File: src/hw/rtl/fwcv_pkg.sv
`default_nettype none
// ----------------------------------------------------------------------------
// fwcv_pkg
// shared types, codes and the crc-32 byte step of the image chunk verifier
// ----------------------------------------------------------------------------
package fwcv_pkg;

   localparam logic [31:0] CRC_POLY      = 32'hEDB8_8320;
   localparam logic [6:0]  FULL_PERCENT  = 7'd100;
   localparam logic [6:0]  PROGRESS_STEP = 7'd5;
   localparam int          QUEUE_DEPTH   = 2;

   localparam int MAX_SIZE_W = 24;

   // result status codes
   localparam logic [2:0] STATUS_OK             = 3'd0;
   localparam logic [2:0] STATUS_SIZE_INVALID   = 3'd1;
   localparam logic [2:0] STATUS_CHUNK_CRC_FAIL = 3'd2;
   localparam logic [2:0] STATUS_OFFSET_MISMATCH = 3'd3;
   localparam logic [2:0] STATUS_SIZE_MISMATCH  = 3'd4;
   localparam logic [2:0] STATUS_IMAGE_CRC_FAIL = 3'd5;

   typedef enum logic [1:0] {
      MODE_ANNOUNCE  = 2'd0,
      MODE_DATA      = 2'd1,
      MODE_CHUNK_END = 2'd2,
      MODE_FINISH    = 2'd3
   } mode_type;

   typedef struct packed {
      logic [1:0]  mode;
      logic [7:0]  data_byte;
      logic [31:0] file_size;
      logic [31:0] chunk_offset;
      logic [31:0] chunk_crc;
      logic [31:0] expected_crc;
   } req_type;

   typedef struct packed {
      logic [2:0]  status;
      logic [6:0]  progress;
      logic        progress_report;
      logic [31:0] image_crc;
      logic        apply_request;
   } rsp_type;

   // classified beat handed from front to back
   typedef struct packed {
      mode_type    op;
      logic        size_ok;
      logic [7:0]  data_byte;
      logic [31:0] word;       // file size, chunk offset or expected crc
      logic [31:0] chunk_crc;
   } cmd_type;

   // reflected crc-32, one byte
   function automatic logic [31:0] crc_byte(input logic [31:0] crc_in,
                                            input logic [7:0]  data);
      logic [31:0] crc;
      crc = crc_in ^ {24'd0, data};
      for (int k = 0; k < 8; k++) begin
         crc = crc[0] ? ((crc >> 1) ^ CRC_POLY) : (crc >> 1);
      end
      return crc;
   endfunction

endpackage
`default_nettype wire

File: src/hw/rtl/fwcv_front.sv
`default_nettype none
// ----------------------------------------------------------------------------
// fwcv_front
// input handshake, capacity register and classification of each beat
// ----------------------------------------------------------------------------
module fwcv_front (
   input  wire  logic                clock,
   input  wire  logic                reset,
   input  wire  logic                req_valid,
   output logic                      req_ready,
   input  wire  fwcv_pkg::req_type   req_data,
   input  wire  logic                csr_wr_en,
   input  wire  logic [23:0]         csr_wr_data,
   input  wire  logic                queue_full,
   output logic                      push,
   output fwcv_pkg::cmd_type         push_cmd
);
   import fwcv_pkg::*;

   logic [MAX_SIZE_W-1:0] max_size_ff;
   logic [MAX_SIZE_W-1:0] max_size_in;

   always_comb begin
      max_size_in = csr_wr_en ? csr_wr_data : max_size_ff;
   end

   always_ff @(posedge clock) begin
      if (reset) begin
         max_size_ff <= '0;
      end else begin
         max_size_ff <= max_size_in;
      end
   end

   assign req_ready = !queue_full;
   assign push      = req_valid && !queue_full;

   always_comb begin
      push_cmd.op        = mode_type'(req_data.mode);
      push_cmd.data_byte = req_data.data_byte;
      push_cmd.chunk_crc = req_data.chunk_crc;
      push_cmd.size_ok   = (max_size_ff != '0) && (req_data.file_size != 32'd0) &&
                           (req_data.file_size <= {{(32-MAX_SIZE_W){1'b0}}, max_size_ff});
      case (mode_type'(req_data.mode))
         MODE_ANNOUNCE:  push_cmd.word = req_data.file_size;
         MODE_CHUNK_END: push_cmd.word = req_data.chunk_offset;
         MODE_FINISH:    push_cmd.word = req_data.expected_crc;
         default:        push_cmd.word = '0;
      endcase
   end

endmodule
`default_nettype wire

File: src/hw/rtl/fwcv_queue.sv
`default_nettype none
// ----------------------------------------------------------------------------
// fwcv_queue
// short fifo of classified beats between front and back
// ----------------------------------------------------------------------------
module fwcv_queue #(
   parameter int Depth = fwcv_pkg::QUEUE_DEPTH
) (
   input  wire  logic                clock,
   input  wire  logic                reset,
   input  wire  logic                push,
   input  wire  fwcv_pkg::cmd_type   push_cmd,
   output logic                      full,
   output logic                      not_empty,
   input  wire  logic                pop,
   output fwcv_pkg::cmd_type         head_cmd
);
   import fwcv_pkg::*;

   localparam int PtrW = (Depth > 1) ? $clog2(Depth) : 1;
   localparam int CntW = $clog2(Depth + 1);
   localparam logic [PtrW-1:0] LastPtr = PtrW'(Depth - 1);
   localparam logic [CntW-1:0] FullCnt = CntW'(Depth);

   cmd_type         entry_ff [Depth];
   logic [PtrW-1:0] wr_ptr_ff, wr_ptr_in;
   logic [PtrW-1:0] rd_ptr_ff, rd_ptr_in;
   logic [CntW-1:0] count_ff, count_in;

   assign full      = (count_ff == FullCnt);
   assign not_empty = (count_ff != '0);
   assign head_cmd  = entry_ff[rd_ptr_ff];

   always_comb begin
      wr_ptr_in = wr_ptr_ff;
      rd_ptr_in = rd_ptr_ff;
      count_in  = count_ff;
      if (push) begin
         wr_ptr_in = (wr_ptr_ff == LastPtr) ? '0 : wr_ptr_ff + 1'b1;
      end
      if (pop) begin
         rd_ptr_in = (rd_ptr_ff == LastPtr) ? '0 : rd_ptr_ff + 1'b1;
      end
      if (push && !pop) begin
         count_in = count_ff + 1'b1;
      end else if (pop && !push) begin
         count_in = count_ff - 1'b1;
      end
   end

   always_ff @(posedge clock) begin
      if (reset) begin
         wr_ptr_ff <= '0;
         rd_ptr_ff <= '0;
         count_ff  <= '0;
      end else begin
         wr_ptr_ff <= wr_ptr_in;
         rd_ptr_ff <= rd_ptr_in;
         count_ff  <= count_in;
      end
   end

   always_ff @(posedge clock) begin
      if (push) begin
         entry_ff[wr_ptr_ff] <= push_cmd;
      end
   end

endmodule
`default_nettype wire

File: src/hw/rtl/fwcv_back.sv
`default_nettype none
// ----------------------------------------------------------------------------
// fwcv_back
// session state, crc accumulation, checks, progress divider and result register
// ----------------------------------------------------------------------------
module fwcv_back (
   input  wire  logic                clock,
   input  wire  logic                reset,
   input  wire  logic                cmd_valid,
   input  wire  fwcv_pkg::cmd_type   cmd,
   output logic                      cmd_pop,
   output logic                      rsp_valid,
   input  wire  logic                rsp_ready,
   output fwcv_pkg::rsp_type         rsp_data
);
   import fwcv_pkg::*;

   typedef enum logic [1:0] {
      ST_IDLE,
      ST_MUL,
      ST_DIV,
      ST_RESULT
   } state_type;

   state_type   state_ff, state_in;
   logic [31:0] image_size_ff, image_size_in;
   logic [31:0] write_offset_ff, write_offset_in;
   logic [31:0] committed_crc_ff, committed_crc_in;
   logic [31:0] pending_crc_ff, pending_crc_in;
   logic [31:0] chunk_acc_ff, chunk_acc_in;
   logic [15:0] chunk_len_ff, chunk_len_in;
   logic [6:0]  last_progress_ff, last_progress_in;
   logic [38:0] rem_ff, rem_in;
   logic [38:0] div_ff, div_in;
   logic [6:0]  quot_ff, quot_in;
   logic [2:0]  step_ff, step_in;
   logic        rsp_valid_ff, rsp_valid_in;
   rsp_type     rsp_ff, rsp_in;

   logic        out_free;
   logic        emit;
   logic        ge;
   logic        report;

   assign out_free  = !rsp_valid_ff || rsp_ready;
   assign rsp_valid = rsp_valid_ff;
   assign rsp_data  = rsp_ff;

   always_comb begin
      state_in         = state_ff;
      image_size_in    = image_size_ff;
      write_offset_in  = write_offset_ff;
      committed_crc_in = committed_crc_ff;
      pending_crc_in   = pending_crc_ff;
      chunk_acc_in     = chunk_acc_ff;
      chunk_len_in     = chunk_len_ff;
      last_progress_in = last_progress_ff;
      rem_in           = rem_ff;
      div_in           = div_ff;
      quot_in          = quot_ff;
      step_in          = step_ff;
      rsp_in           = rsp_ff;
      cmd_pop          = 1'b0;
      emit             = 1'b0;
      ge               = (rem_ff >= div_ff);
      report           = (quot_ff >= last_progress_ff + PROGRESS_STEP) ||
                         (quot_ff == FULL_PERCENT);

      unique case (state_ff)
         ST_IDLE: begin
            if (cmd_valid && (cmd.op == MODE_DATA || out_free)) begin
               cmd_pop = 1'b1;
               // data beats leave a waiting response untouched
               if (cmd.op != MODE_DATA) begin
                  rsp_in.status          = STATUS_OK;
                  rsp_in.progress        = last_progress_ff;
                  rsp_in.progress_report = 1'b0;
                  rsp_in.image_crc       = committed_crc_ff;
                  rsp_in.apply_request   = 1'b0;
               end
               unique case (cmd.op)
                  MODE_DATA: begin
                     chunk_acc_in   = crc_byte(chunk_acc_ff, cmd.data_byte);
                     pending_crc_in = crc_byte(pending_crc_ff, cmd.data_byte);
                     chunk_len_in   = chunk_len_ff + 16'd1;
                  end
                  MODE_ANNOUNCE: begin
                     emit = 1'b1;
                     if (!cmd.size_ok) begin
                        rsp_in.status = STATUS_SIZE_INVALID;
                     end else begin
                        image_size_in    = cmd.word;
                        write_offset_in  = '0;
                        committed_crc_in = '0;
                        last_progress_in = '0;
                        pending_crc_in   = '1;
                        chunk_acc_in     = '1;
                        chunk_len_in     = '0;
                        rsp_in.progress  = '0;
                        rsp_in.image_crc = '0;
                     end
                  end
                  MODE_CHUNK_END: begin
                     chunk_acc_in   = '1;
                     chunk_len_in   = '0;
                     pending_crc_in = ~committed_crc_ff;
                     if (~chunk_acc_ff != cmd.chunk_crc) begin
                        emit          = 1'b1;
                        rsp_in.status = STATUS_CHUNK_CRC_FAIL;
                     end else if (write_offset_ff != cmd.word) begin
                        emit          = 1'b1;
                        rsp_in.status = STATUS_OFFSET_MISMATCH;
                     end else begin
                        // pending crc becomes the committed one, so it stays as is
                        committed_crc_in = ~pending_crc_ff;
                        pending_crc_in   = pending_crc_ff;
                        write_offset_in  = write_offset_ff + {16'd0, chunk_len_ff};
                        state_in         = ST_MUL;
                     end
                  end
                  MODE_FINISH: begin
                     emit = 1'b1;
                     if (image_size_ff == '0 || write_offset_ff != image_size_ff) begin
                        rsp_in.status = STATUS_SIZE_MISMATCH;
                     end else if (cmd.word != committed_crc_ff) begin
                        rsp_in.status = STATUS_IMAGE_CRC_FAIL;
                     end else begin
                        rsp_in.apply_request = 1'b1;
                     end
                  end
                  default: ;
               endcase
            end
         end
         ST_MUL: begin
            if (image_size_ff == '0) begin
               quot_in  = '0;
               state_in = ST_RESULT;
            end else if (write_offset_ff >= image_size_ff) begin
               quot_in  = FULL_PERCENT;
               state_in = ST_RESULT;
            end else begin
               rem_in   = 39'(write_offset_ff) * 39'(FULL_PERCENT);
               div_in   = {1'b0, image_size_ff, 6'd0};
               quot_in  = '0;
               step_in  = 3'd6;
               state_in = ST_DIV;
            end
         end
         ST_DIV: begin
            if (ge) begin
               rem_in = rem_ff - div_ff;
            end
            div_in  = div_ff >> 1;
            quot_in = {quot_ff[5:0], ge};
            step_in = step_ff - 3'd1;
            if (step_ff == 3'd0) begin
               state_in = ST_RESULT;
            end
         end
         ST_RESULT: begin
            if (out_free) begin
               emit = 1'b1;
               if (report) begin
                  last_progress_in = quot_ff;
               end
               rsp_in.status          = STATUS_OK;
               rsp_in.progress        = report ? quot_ff : last_progress_ff;
               rsp_in.progress_report = report;
               rsp_in.image_crc       = committed_crc_ff;
               rsp_in.apply_request   = 1'b0;
               state_in               = ST_IDLE;
            end
         end
         default: state_in = ST_IDLE;
      endcase

      if (emit) begin
         rsp_valid_in = 1'b1;
      end else if (rsp_ready) begin
         rsp_valid_in = 1'b0;
      end else begin
         rsp_valid_in = rsp_valid_ff;
      end
   end

   always_ff @(posedge clock) begin
      if (reset) begin
         state_ff         <= ST_IDLE;
         image_size_ff    <= '0;
         write_offset_ff  <= '0;
         committed_crc_ff <= '0;
         pending_crc_ff   <= '1;
         chunk_acc_ff     <= '1;
         chunk_len_ff     <= '0;
         last_progress_ff <= '0;
         rsp_valid_ff     <= 1'b0;
      end else begin
         state_ff         <= state_in;
         image_size_ff    <= image_size_in;
         write_offset_ff  <= write_offset_in;
         committed_crc_ff <= committed_crc_in;
         pending_crc_ff   <= pending_crc_in;
         chunk_acc_ff     <= chunk_acc_in;
         chunk_len_ff     <= chunk_len_in;
         last_progress_ff <= last_progress_in;
         rsp_valid_ff     <= rsp_valid_in;
      end
      rem_ff  <= rem_in;
      div_ff  <= div_in;
      quot_ff <= quot_in;
      step_ff <= step_in;
      rsp_ff  <= rsp_in;
   end

endmodule
`default_nettype wire

File: src/hw/rtl/firmware_image_chunk_verifier_unit.sv
`default_nettype none
// ----------------------------------------------------------------------------
// firmware_image_chunk_verifier_unit
// receives a firmware image in chunks and checks it with crc-32
// ----------------------------------------------------------------------------
// Every request beat carries a mode: announce opens a session after checking
// the file size against the partition capacity in csr_wr_data (zero capacity
// means no update), data beats carry one image byte each, chunk end checks the
// chunk crc and then the offset and commits the chunk, finish checks the total
// size and the whole-image crc and raises apply_request on success. Data beats
// give no response; every other beat gives exactly one. Data beats are taken
// and absorbed at one beat per cycle while the back end is idle. Announce and
// finish are handled in the back end's idle state, as is a rejected chunk end.
// An accepted chunk end steps through the checks, the offset times 100
// product, the restoring divider that works out the percentage, and the
// posting of the result. When the image size is zero or the offset has
// reached it the divider is skipped.
// A beat that gives a response also waits in the back end until the response
// register is free or being emptied by rsp_ready; data beats keep flowing
// while a result waits. A queue of QueueDepth classified beats sits between
// the front end and the back end. Progress is reported when it grows by at
// least 5 percent or reaches 100. No clearing pass is needed after reset.
// ----------------------------------------------------------------------------
module firmware_image_chunk_verifier_unit #(
   parameter int QueueDepth = fwcv_pkg::QUEUE_DEPTH
) (
   input  wire  logic                clock,
   input  wire  logic                reset,
   // request beats
   input  wire  logic                req_valid,
   output logic                      req_ready,
   input  wire  fwcv_pkg::req_type   req_data,
   // response beats
   output logic                      rsp_valid,
   input  wire  logic                rsp_ready,
   output fwcv_pkg::rsp_type         rsp_data,
   // capacity register
   input  wire  logic                csr_wr_en,
   input  wire  logic [23:0]         csr_wr_data
);
   import fwcv_pkg::*;

   logic    push;
   cmd_type push_cmd;
   logic    queue_full;
   logic    queue_not_empty;
   logic    pop;
   cmd_type head_cmd;

   // front end: handshake, capacity register, mode decode and size check
   fwcv_front u_front (
      .clock       (clock),
      .reset       (reset),
      .req_valid   (req_valid),
      .req_ready   (req_ready),
      .req_data    (req_data),
      .csr_wr_en   (csr_wr_en),
      .csr_wr_data (csr_wr_data),
      .queue_full  (queue_full),
      .push        (push),
      .push_cmd    (push_cmd)
   );

   // decoupling queue
   fwcv_queue #(
      .Depth (QueueDepth)
   ) u_queue (
      .clock     (clock),
      .reset     (reset),
      .push      (push),
      .push_cmd  (push_cmd),
      .full      (queue_full),
      .not_empty (queue_not_empty),
      .pop       (pop),
      .head_cmd  (head_cmd)
   );

   // back end: session state, crc, checks, progress and response register
   fwcv_back u_back (
      .clock     (clock),
      .reset     (reset),
      .cmd_valid (queue_not_empty),
      .cmd       (head_cmd),
      .cmd_pop   (pop),
      .rsp_valid (rsp_valid),
      .rsp_ready (rsp_ready),
      .rsp_data  (rsp_data)
   );

endmodule
`default_nettype wire
File: config.mk
export PLATFORM = sky130hd
export DESIGN_NAME = firmware_image_chunk_verifier_unit
export DESIGN_NICKNAME = d
export VERILOG_FILES = /design/src/hw/rtl/fwcv_pkg.sv /design/src/hw/rtl/fwcv_front.sv /design/src/hw/rtl/fwcv_queue.sv /design/src/hw/rtl/fwcv_back.sv /design/src/hw/rtl/firmware_image_chunk_verifier_unit.sv
export SDC_FILE = /design/constraint.sdc
export NUM_CORES = 1
export LEC_CHECK = 0
export ABC_AREA = 1
export BUFFER_PORTS_ARGS = -buffer_cell sky130_fd_sc_hd__clkbuf_2
export CAP_MARGIN = 20
export CORE_ASPECT_RATIO = 0.75
export CORE_MARGIN = 3
export CORE_UTILIZATION = 29
export CTS_BUF_LIST = sky130_fd_sc_hd__clkbuf_8
export CTS_CLUSTER_DIAMETER = 100
export DETAILED_ROUTE_END_ITERATION = 10
export GPL_TIMING_DRIVEN = 0
export SYNTH_ARGS = -nofsm -noshare
export SYNTH_HDL_FRONTEND = slang
export SYNTH_SLANG_ARGS = --single-unit
File: constraint.sdc
create_clock -name clock -period 5.9 [get_ports clock]
set_input_delay 1.18 -clock clock [delete_from_list [all_inputs] [get_ports clock]]
set_output_delay 1.18 -clock clock [all_outputs]
set_load 0.05 [all_outputs]
==> results.tsv <==
stage	metric	value	unit
yosys	synth_area_per_cell	7.48	um2
yosys	synth-async-reset-ratio	0	%
route	drtPass1Iterations	6	
finish	fin_area	38600	um2
worst_setup_path	cp.arrival	6.21	ns
finish	layout-drive-gt1-share	9.41	%
worst_setup_path	cp.required	6.55	ns
yosys	syn_area	33600	um2
cts	cts_sinks	496	
pwr	ir_drop	0.339	mV
floorplanning	io_pins	213	
route	drt_first_iter_violations	3878	
floorplanning	row_count	107	
floorplanning	dieHeight	301	um
grt	grt_start_max_net_pins	30	
cts	cts_tree	built	
finish	nets	5237	
worst_setup_path	max_stage_delay	0.59	ns
place	place_hpwl	110	mm
yosys	syn-num-nets	4920	
timing	slew_headroom	25.7	%
floorplanning	start_util	29.4	%
grt	grt_pass1_wl	197	mm
hold_path	hold_path.class	reg2reg	
worst_setup_path	cp-end-kind	register	
route	ant_nets	0	
yosys	synth_seq_cells	496	
place	preCtsSetupSlack	-0.0694	ns
job	max-cap-violations	0	
cts	htreeDepth	3	
timing	finalWorstSetupSlack	0.332	ns
worst_setup_path	cp_max_fo	13	
timing	fmax	180	MHz
yosys	syn_inst	4492	
route	vias_per_cell	5.08	
route	drc	0	
yosys	yosysMostFrequentCell	nand2_1	
yosys	ys_seq_area_share	37.9	%
yosys	ys.flop_type	edfxtp_1	
yosys	synth_edf_count	281	
route	wire_per_inst	21.2	um
timing	setup_viol	0	
route	vias	32600	
worst_setup_path	start_kind	register	
pwr	sw_frac_of_total	51.3	%
yosys	ys_types	53	
grt	grt_usage	22.0	%
yosys	yosysWarnings	0	
pwr	p_switching	10.1	mW
pwr	p_leak	18.2	nW
route	wl_met1	64.1	mm
yosys	synth_top_cell_by_area	edfxtp_1	
cts	clockRootBuffer	clkbuf_8	
timing	post-route-period-util	94.4	%
grt	overflow	0	
finish	final_core_util	33.8	%
route	drt_wl_total	136	mm
timing	post-route-min-period	5.57	ns
timing	rsz0062_at_grt	false	
worst_setup_path	slowest_stage	nor2_1	
worst_setup_path	critPathKind	reg2reg	
yosys	netlist.area_leader.share	25.1	%
hold_path	hold_path.startpoint	u_back.pending_crc_ff[25]$_SDFFE_PP1P_	
timing	hold_violations	0	
yosys	yosys-top-cells-area	edfxtp_1 (25%), nand2_1 (13%), dfxtp_1 (13%)	
cts	clock_latency	0.73	ns
timing	max_slew.worst_pin.slew	1.10	ns
place	postPlaceCellArea	36700	um2
cts	clock_path_buffers	3	
timing	whs	0.441	ns
finish	synthToLayoutAreaGrowth	14.9	%
route	top_layer	met5	
pwr	seqPwrFrac	27.6	%
worst_setup_path	worstPathCellList	buf_6, inv_4, buf_6, buf_4, or2_1, o21ai_2, inv_2, clkbuf_2, ha_1, clkbuf_1, o22ai_1, nor2_1, nand2_1, nor2_1, buf_4, a21oi_2, inv_1, clkbuf_1, a21oi_1, o21ai_0	
cts	numCtsBuffers	95	
pwr	p_int	9.62	mW
place	io_buffers	211	
floorplanning	dieArea	120000	um2
grt	grt_pass1_vias	29900	
route	met3_length	15.0	mm
timing	fin_worst_skew	0.0488	ns
pwr	power_density	511	nW/um2
grt	antenna_found_initial	4	
place	globalplace.congestion	0.978	
route	dr_wl_met2	53.2	mm
cts	clkTransAtPathRegs	0.06	ns
yosys	synth_common_cells	nand2_1 (1,171), inv_1 (652), a21oi_1 (371)	
floorplanning	fp.coreArea	114000	um2
timing	slew_viol_final	0	
floorplanning	die_width	399	um
pwr	pwr-share-clk	17.4	%
pwr	pwr-share-comb	55.0	%
outcome	status	finished clean	
[state kept, by name, summed over array words and instances, names as in the netlist, 7 cells and up, named ones only]
| signal | cells |
|---|---|
| u_back.chunk_len_ff | 16 |
| u_back.chunk_acc_ff | 32 |
| u_back.div_ff | 38 |
| u_back.quot_ff | 7 |
| u_queue.entry_ff | 150 |
| u_back.write_offset_ff | 32 |
| u_back.last_progress_ff | 7 |
| u_back.rem_ff | 39 |
| u_back.image_size_ff | 32 |
| u_back.rsp_data | 44 |
| u_back.pending_crc_ff | 32 |
| u_front.max_size_ff | 24 |
| u_back.committed_crc_ff | 32 |
[final timing paths]
| kind | slack, ns | end | cells after the start |
|---|---|---|---|
| worst max register to register | 0.33 | u_back.chunk_acc_ff[6]$_SDFFE_PP1P_ | 20 |
| worst min-delay path | 0.44 | u_back.committed_crc_ff[25]$_SDFFE_PP0P_ | 1 |
| worst max-delay path | 0.33 | u_back.chunk_acc_ff[6]$_SDFFE_PP1P_ | 20 |
| worst min register to register | 0.44 | u_back.committed_crc_ff[25]$_SDFFE_PP0P_ | 1 |
[area by class of cell]
type,instances,area [um2]
diodes,1,2.50
flip-flops and latches,496,12700
clock buffers,107,1470
inverters,663,2490
well taps,1526,1910
fillers,12300,75600
multi-input cells,3198,17700
plain buffers,134,647
clock inverters,71,382
repair buffers,221,1220
[power groups by stage]
| stage | clock network, mW | logic, mW | registers, mW |
|---|---|---|---|
| after floorplan | 0 | 6.54 | 5.81 |
| after global placement | 0 | 10.3 | 5.56 |
| after detailed placement | 0 | 10.5 | 5.48 |
| after CTS | 3.47 | 10.6 | 5.43 |
| after global routing | 3.62 | 11.8 | 5.51 |
| final | 3.44 | 10.9 | 5.45 |
[cell families after synthesis]
| group | count (synthesis) | share of synthesized area (%) |
|---|---|---|
| compound gates | 914 | 15.1 |
| xor+xnor | 156 | 4.40 |
| fa+ha+maj | 261 | 10.4 |
| buf+inv | 798 | 9.35 |
| flops | 496 | 37.9 |
| mux | 6 | 0.179 |
| simple gates | 1861 | 22.7 |
[placed cells by master (no fill, tap or decap), types with 6 or more instances in the layout]
master and instances:
o21ai_1 12, o21ai_2 6, xnor2_1 23, dfxtp_1 215, fa_1 29, nand2_2 12
xor2_2 6, nand3b_1 13, o21a_1 7, o21ai_0 342, a31oi_1 14, inv_1 682
clkinv_2 18, nand2_1 1171, clkbuf_2 212, buf_6 13, buf_4 11, nor4_1 25
clkbuf_1 86, clkinv_1 18, ha_1 232, clkbuf_8 107, o21bai_1 38, a221oi_1 6
o221ai_1 6, or2_2 12, buf_2 24, mux2i_1 6, a21boi_0 7, a21o_1 18
buf_12 6, o211ai_1 73, xor2_1 121, nor2_1 318, a21oi_1 371, edfxtp_1 281
nor3_1 25, nand3_1 229, inv_2 8, nand4_1 44
[stage by stage]
stage | TNS [ns] | cells | total power, mW
after floorplan | 0 | 4492 | 12.4
after global routing | 0 | 6417 | 20.9
after detailed placement | -0.346 | 6239 | 16.0
after global placement | -383.13 | 6229 | 15.9
after CTS | 0 | 6417 | 19.5
final | 0 | 6417 | 19.7
[per-layer routing]
layer  vias to the layer above  track usage, %
met3                       194            6.09
li1                      15500               -
met1                     15400            33.1
met4                         2            5.52
met2                      1551            30.6
met5                         -               0
[critical path, delay by kind of cell, from the launching register on]
kind | cells | cell delay (ns)
buffers and inverters | 10 | 2.81
adder cells (fa/ha/maj) | 1 | 0.24
flip-flops | 1 | 0.31
AO/OA/AOI/OAI | 5 | 0.83
AND/OR/NAND/NOR | 4 | 1.24
[what timing repair did]
action                                 in CTS  in global routing
endpoints found under the hold margin       0                  0
setup endpoints to repair                  21                 30
pin swaps                                   0                  0
resized for setup                           1                  0
setup buffers                               0                  0
hold buffers                                0                  0
Note: power is estimated with default switching activity, not from simulation.
